$ cat src/sv/thp_pkg.sv
package thp_pkg;

  localparam int unsigned SLOT_COUNT   = 256;
  localparam int unsigned PROBE_ROUNDS = 16;

  localparam int unsigned HASH_PRIME   = 104729;
  localparam int unsigned HASH_MUL_ONE = 853;
  localparam int unsigned HASH_MUL_TWO = 1734;

  localparam int ID_W         = 31;
  localparam int KEY_W        = 32;
  localparam int SLOT_FIELD_W = 8;
  localparam int STATUS_W     = 3;

  localparam int SLOT_BITS  = $clog2(SLOT_COUNT);
  localparam int ROUND_BITS = (PROBE_ROUNDS > 1) ? $clog2(PROBE_ROUNDS) : 1;
  localparam int SLOT_EXT_W = (SLOT_BITS > SLOT_FIELD_W) ? SLOT_BITS : SLOT_FIELD_W;

  // remainder unit covers both divisors it is used with
  localparam int unsigned REM_MAX = (HASH_PRIME > SLOT_COUNT) ? HASH_PRIME : SLOT_COUNT;
  localparam int REM_W = $clog2(REM_MAX + 1);

  // reciprocals: q = (x * RECIP) >> SHIFT is exact while x * (RECIP * d - 2^SHIFT) < 2^SHIFT
  localparam int              RP_SHIFT  = ID_W + $clog2(HASH_PRIME);
  localparam longint unsigned RECIP_P   = ((64'd1 << RP_SHIFT) + HASH_PRIME - 1) / HASH_PRIME;
  localparam int              RECIP_P_W = $clog2(RECIP_P + 1);
  localparam int              QP_W      = ID_W + RECIP_P_W - RP_SHIFT;

  localparam int              RT_SHIFT  = REM_W + SLOT_BITS;
  localparam longint unsigned RECIP_T   = ((64'd1 << RT_SHIFT) + SLOT_COUNT - 1) / SLOT_COUNT;
  localparam int              RECIP_T_W = $clog2(RECIP_T + 1);
  localparam int              QT_W      = REM_W + RECIP_T_W - RT_SHIFT;

  localparam logic KIND_INSERT = 1'b0;
  localparam logic KIND_REMOVE = 1'b1;

  typedef logic [STATUS_W-1:0] status_t;

  localparam status_t ST_NEW         = 3'd0;
  localparam status_t ST_REACTIVATED = 3'd1;
  localparam status_t ST_ACTIVE      = 3'd2;
  localparam status_t ST_FULL        = 3'd3;
  localparam status_t ST_REMOVED     = 3'd4;
  localparam status_t ST_NOT_FOUND   = 3'd5;

  typedef logic [SLOT_BITS-1:0] slot_idx_t;

  typedef struct packed {
    logic            active;
    logic [ID_W-1:0] id;
  } entry_t;

  typedef struct packed {
    logic            start;
    logic [ID_W-1:0] key;
  } rem_req_t;

  typedef struct packed {
    logic             done;
    logic [REM_W-1:0] rem;
    slot_idx_t        slot_rem;
  } rem_rsp_t;

  typedef slot_idx_t hash_tab_t [SLOT_COUNT];

  // Slot for a reduced key m = (k mod prime) mod slots; evaluated at elaboration only.
  function automatic hash_tab_t build_hash_tab(int unsigned mul, int unsigned add);
    hash_tab_t   tab;
    int unsigned v;
    for (int unsigned m = 0; m < SLOT_COUNT; m++) begin
      v = ((m * mul + add) % HASH_PRIME) % SLOT_COUNT;
      tab[m] = SLOT_BITS'(v);
    end
    return tab;
  endfunction

  localparam hash_tab_t HASH_ONE_TAB = build_hash_tab(HASH_MUL_ONE, HASH_MUL_TWO);
  localparam hash_tab_t HASH_TWO_TAB = build_hash_tab(HASH_MUL_TWO, HASH_MUL_ONE);

endpackage

$ cat src/sv/thp_rem.sv
// Key mod prime, then that mod slot count, by reciprocal multiplication.
// Registered in order: key, prod_p, rem_p, prod_t, rem_t, then done.
module thp_rem (
  input  logic              clk,
  input  logic              rst,
  input  thp_pkg::rem_req_t req,
  output thp_pkg::rem_rsp_t rsp
);
  import thp_pkg::*;

  localparam int PP_W = ID_W + RECIP_P_W;
  localparam int PT_W = REM_W + RECIP_T_W;

  localparam logic [RECIP_P_W-1:0] RECIP_P_V = RECIP_P_W'(RECIP_P);
  localparam logic [RECIP_T_W-1:0] RECIP_T_V = RECIP_T_W'(RECIP_T);

  logic [3:0]       vld;
  logic             done;
  logic [ID_W-1:0]  key;
  logic [PP_W-1:0]  prod_p;
  logic [QP_W-1:0]  qp;
  logic [KEY_W-1:0] qp_mul;
  logic [KEY_W-1:0] diff_p;
  logic [REM_W-1:0] rem_p;
  logic [PT_W-1:0]  prod_t;
  logic [QT_W-1:0]  qt;
  logic [REM_W-1:0] qt_mul;
  logic [REM_W-1:0] diff_t;
  slot_idx_t        rem_t;

  always_comb begin
    qp     = prod_p[PP_W-1:RP_SHIFT];
    qp_mul = KEY_W'(qp) * KEY_W'(HASH_PRIME);
    diff_p = KEY_W'(key) - qp_mul;
    qt     = prod_t[PT_W-1:RT_SHIFT];
    qt_mul = REM_W'(qt) * REM_W'(SLOT_COUNT);
    diff_t = rem_p - qt_mul;
  end

  always_ff @(posedge clk) begin
    if (rst) begin
      vld  <= '0;
      done <= 1'b0;
    end else begin
      vld  <= {vld[2:0], req.start};
      done <= vld[3];
    end
    if (req.start) begin
      key <= req.key;
    end
    if (vld[0]) begin
      prod_p <= PP_W'(key) * PP_W'(RECIP_P_V);
    end
    if (vld[1]) begin
      rem_p <= diff_p[REM_W-1:0];
    end
    if (vld[2]) begin
      prod_t <= PT_W'(rem_p) * PT_W'(RECIP_T_V);
    end
    if (vld[3]) begin
      rem_t <= diff_t[SLOT_BITS-1:0];
    end
  end

  assign rsp.done     = done;
  assign rsp.rem      = rem_p;
  assign rsp.slot_rem = rem_t;

endmodule

$ cat config.mk
export PLATFORM = sky130hd
export DESIGN_NAME = thp_rem
export DESIGN_NICKNAME = d
export VERILOG_FILES = /design/src/sv/thp_pkg.sv /design/src/sv/thp_rem.sv
export SDC_FILE = /design/constraint.sdc
export NUM_CORES = 1
export LEC_CHECK = 0
export BUFFER_PORTS_ARGS = -buffer_cell sky130_fd_sc_hd__buf_2
export CELL_PAD_IN_SITES_DETAIL_PLACEMENT = 0
export CELL_PAD_IN_SITES_GLOBAL_PLACEMENT = 1
export CORE_MARGIN = 2
export CORE_UTILIZATION = 58
export DETAILED_ROUTE_END_ITERATION = 8
export GPL_TIMING_DRIVEN = 0
export PLACE_DENSITY_LB_ADDON = 0.12
export SLEW_MARGIN = 20
export SYNTH_ARGS = -nofsm -noshare
export SYNTH_HDL_FRONTEND = slang
export SYNTH_SLANG_ARGS = --single-unit
$ cat constraint.sdc
create_clock -name clk -period 9.6 [get_ports clk]
set_clock_uncertainty 0.05 [all_clocks]
set_input_delay 0.96 -clock clk [delete_from_list [all_inputs] [get_ports clk]]
set_output_delay 0.96 -clock clk [all_outputs]
set_load 0.01 [all_outputs]
**Yosys cells after proc, flatten, opt, wreduce, memory -nomap -nowiden**

Cells that the tools add are included.
W data, S select, Z words.

- Register bits: 124
- Latch bits: 0
- Bits in writable memories: 0
- Bits in read-only memories: 0
- Output and inout port bits: 26
- Word-level logic and storage cells: 10
- Memories kept: 0

- $add $sub $neg: 2
- $mul: 2
- Div/mod/pow operators: 0
- Order comparisons: 0
- Equal/unequal tests: 0
- Shift-type cells: 0
- Mux-type cells: 0
- Bitwise operators: 0
- Reduce and logical (&&, ||, !) cells: 0

Operators with widths:

| operator | number |
|---|---|
| $mul A31 B32 Y63 const B | 1 |
| $mul A15 B17 Y17 const B | 1 |
| $sub A17 B17 Y17 | 1 |
| $sub A8 B1 Y8 const B | 1 |

**Longest topological paths before layout**

- Word-level depth: 2
- Depth in mapped cells: 26
- Depth with buffers taken out: 26

**Worst setup path after synthesis**

Ideal clock, no wire load.

- Kind: flip-flop to flip-flop
- Start: reg key[17]
- End: reg prod_p[58] (data pin)
- Library setup time: 0.258 ns
- Data arrival time: 6.256 ns
- Data required time: 9.292 ns
- Path slack: 3.036 ns
- Cell stages (with the launch flop): 23
- Clock period less this slack: 6.564 ns
- Cell sequence: edfxtp_1 -> fa_1 -> fa_1 -> inv_1 -> fa_1 -> inv_1 -> fa_1 -> fa_1 -> fa_1 -> fa_1 -> inv_1 -> fa_1 -> inv_1 -> ha_1 -> a21o_1 -> a21o_1 -> a21oi_1 -> o211ai_1 -> o311ai_2 -> a211oi_1 -> o21a_1 -> nor2_2 -> xnor2_1

- Word-level cells in the longest chain between the ends: 1

Ends and longest elaborated chain:

| item | line | RTL |
|---|---|---|
| from (decl) | thp_rem.sv:19 | `logic [ID_W-1:0] key;` |
| from (signal assigned) | thp_rem.sv:49 | `key <= req.key;` |
| $mul A31 B32 Y63 | thp_rem.sv:52 | `prod_p <= PP_W'(key) * PP_W'(RECIP_P_V);` |
| to (signal assigned) | thp_rem.sv:52 |  |
| to (decl) | thp_rem.sv:20 | `logic [PP_W-1:0] prod_p;` |

No other way between the ends.
A chain may end at the register's enable or synchronous reset.

**Final worst setup path**

- Start: reg key[24]
- End: reg prod_p[56] (data pin)

The elaborated chain is that of the path after synthesis.

==> metrics.md <==
| Metric | Value |
|---|---|
| Setup CP Type | flip-flop to flip-flop |
| Placed cell count | 2128 |
| Setup crit end kind | flip-flop |
| Global-route wire length before repair | 68890 um |
| Fin. Hold Viols | 0 |
| Worst setup SP type | flip-flop |
| DIE WIDTH | 182.5 um |
| Crit path largest cell delay | around 0.68 ns |
| Die height | 182.5 um |
| Final setup vio count | 0 |
| FF-to-FF setup slack | 1.64 ns |
| Vias/cell | 5.298 |
| HPWL Detailed | 38420 um |
| CTS root buffer | clkbuf_16 |
| Mapped Nets | 2492 |
| Peak Freq | 125.6 MHz |
| Final min period | approximately 8.0 ns |
| Asr flop ratio synth | 0 |
| Post-synth EDFFs | 71 |
| PnR worst setup slack | 1.638 ns |
| H-tree lvl count | 3 |
| Resize count post-CTS | 0 |
| CTS max path bufs | 2 |
| Hold crit path type | flip-flop to flip-flop |
| I/O Buffers | 59 |
| Cell area after synthesis | 18490 sq um |
| DR WL/cell | 19.82 um |
| Most frequent cells in the layout | inv_1, ha_1, fa_1 |
| Crit path required time | around 9.7 ns |
| Row cnt | 65 |
| Clock Latency Late Sink | 0.36 ns |
| Ys Warns | 0 |
| Pre-Repair DR Iteration Count | 5 |
| CTS tree | done |
| Initial antenna violation count | 0 |
| Hold wc startpoint | rem_p[2]$_DFFE_PP_ |
| Slew margin rel. | 0.3226 |
| Worst r2r dst | prod_p[56]$_DFFE_PP_ |
| DRT Wirelength | 42490 um |
| Critical-path top delay cell | edfxtp_1 |
| Post-synthesis cell type count | 55 |
| Total Nets Final | 2562 |
| Post-synth top area share | 0.3671 |
| Max Cap Viol | 0 |
| Final Wtd Congestion | 0.9592 |
| Worst-Margin Slew | 1.000 ns |
| Clk slew on worst S/H paths | 0.06 ns |
| Largest cells by area after synthesis | fa_1, ha_1, edfxtp_1, inv_1, xnor2_1 |
| Die ar. | 33320 sq um |
| # Post-CTS Setup Buffers | 0 |
| Setup TNS | 0 ns |
| Vias in the first global route | about 12000 |
| Critical Path Fanout Max | 10 |
| Critical Path AT | 8.09 ns |
| Grt total ovfl | 0 |
| CTS Hold Bufs | 0 |
| Layout cells sized above 1 | 0.05568 |
| Antenna Nets Post-Route | 0 |
| Num CTS Buffers | 9 |
| Starting Density | 0.5874 |
| Area of the core | 31470 sq um |
| Largest net degree at the start of global routing | 33 |
| R2R Path Start | key[24]$_DFFE_PP_ |
| Vias | 11358 |
| Synthesis-to-finish area growth | 5.833% |
| First-iteration detailed-routing DRC count | roughly 580 |
| Worst r2r path cells | 22 |
| I/O Pins | 60 |
| All-Layer GR Usage | 0.2803 |
| Most common cell after layout, fill and taps aside | inv_1 |
| RSZ-0062 raised after global routing | no |
| # clock sinks | 76 |
| Seq cells post-synth | 76 |
| Cells after synthesis | 1667 |
| Top cell by count, worst path | fa_1 |
| Slew Viols, Final | 0 |
| Status | completed |
| Cell taking the most area after synthesis | fa_1 |
| Fin cells | 2144 |
| Crit-path leading delay family | adder cells |
| CP cell instances | ha_1 > inv_1 > fa_1 > inv_1 > fa_1 > fa_1 > fa_1 > inv_1 > fa_1 > inv_1 > fa_1 > fa_1 > ha_1 > nand4_1 > nor4_1 > o21ai_0 > a21oi_1 > o211ai_2 > nand3_1 > a21oi_1 > o21a_1 > a311oi_2 |
| Worst path bufs/invs | 4 |
| Main synth FF type | edfxtp_1 |
| Final worst-path cycle share | 0.8293 |
| Number of diodes | 0 |
| # DRC | 0 |
| Hold EP | rem_t[2]$_DFFE_PP_ |
| Hold depth | 0 |
| Avg Cell Area, Syn | 11.09 sq um |
| Setup WS pre-CTS | 1.729 ns |
| Seq/Total Area, Yosys | 0.1207 |
| Min Hold Slack | 0.4021 ns |
==> stage by stage <==
stage,util,instance area (sq um)
after floorplan,-,18490
after global routing,0.6217,19570
after global placement,0.6128,19290
final,0.6217,19570
after detailed placement,0.6128,19290
after CTS,0.6217,19570
==> final cells by class <==
type                       count  area [sq um]
buffer                         1         7.507
clock buffer                   9         225.2
clock inverter                 7         55.05
fill                        2619         11910
inverter                     528          1982
multi-input combinational   1062         14270
sequential                    76          2232
tap                          402         503.0
timing repair buffer          59         295.3
==> worst max-delay path by stage <==
stage	startpoint	endpoint	slack, ns	depth (start not counted)
3_5_place_dp	key[24]$_DFFE_PP_	prod_p[56]$_DFFE_PP_	1.73	22
4_1_cts	key[24]$_DFFE_PP_	prod_p[56]$_DFFE_PP_	1.67	22
6_report	key[24]$_DFFE_PP_	prod_p[56]$_DFFE_PP_	1.64	22
2_1_floorplan	key[17]$_DFFE_PP_	prod_p[58]$_DFFE_PP_	3.04	22
3_3_place_gp	key[24]$_DFFE_PP_	prod_p[56]$_DFFE_PP_	1.79	22
5_1_grt	key[11]$_DFFE_PP_	prod_p[56]$_DFFE_PP_	1.37	24
==> logic make-up after synthesis <==
group,synth area share
buffers and inverters,0.1076
AND/OR/NAND/NOR,0.02599
XOR/XNOR,0.02179
AO/OA/AOI/OAI,0.04927
adder cells (fa/ha/maj),0.6735
flip-flops,0.1207
multiplexers,0.001150
==> Yosys cell counts (6+ instances only) <==
master	number
nor2_1	17
nand4_1	6
edfxtp_1	71
nand3_1	13
nor2b_1	7
o21ai_0	16
a21oi_1	40
ha_1	452
fa_1	339
nand2_1	25
a21o_1	24
xor2_1	14
inv_1	528
xnor2_1	32
==> state kept, by name, indices dropped and copies added (netlist names) <==
register and cells:
vld 4, done 1, prod_p 15, rem_p 17, rem_t 8, key 31
==> layer usage <==
layer / track usage / wire [um] / vias to the layer above
met5: 0 / 0 / -
met4: 0.06839 / 992 / 0
li1: - / - / 5379
met1: 0.3971 / 19120 / 5667
met2: 0.4583 / 20070 / 262
met3: 0.04031 / 2308 / 50
Power is left out: the tool's default activity adds up to more than one toggle a clock period on the data nets, which glitch-free logic cannot reach.
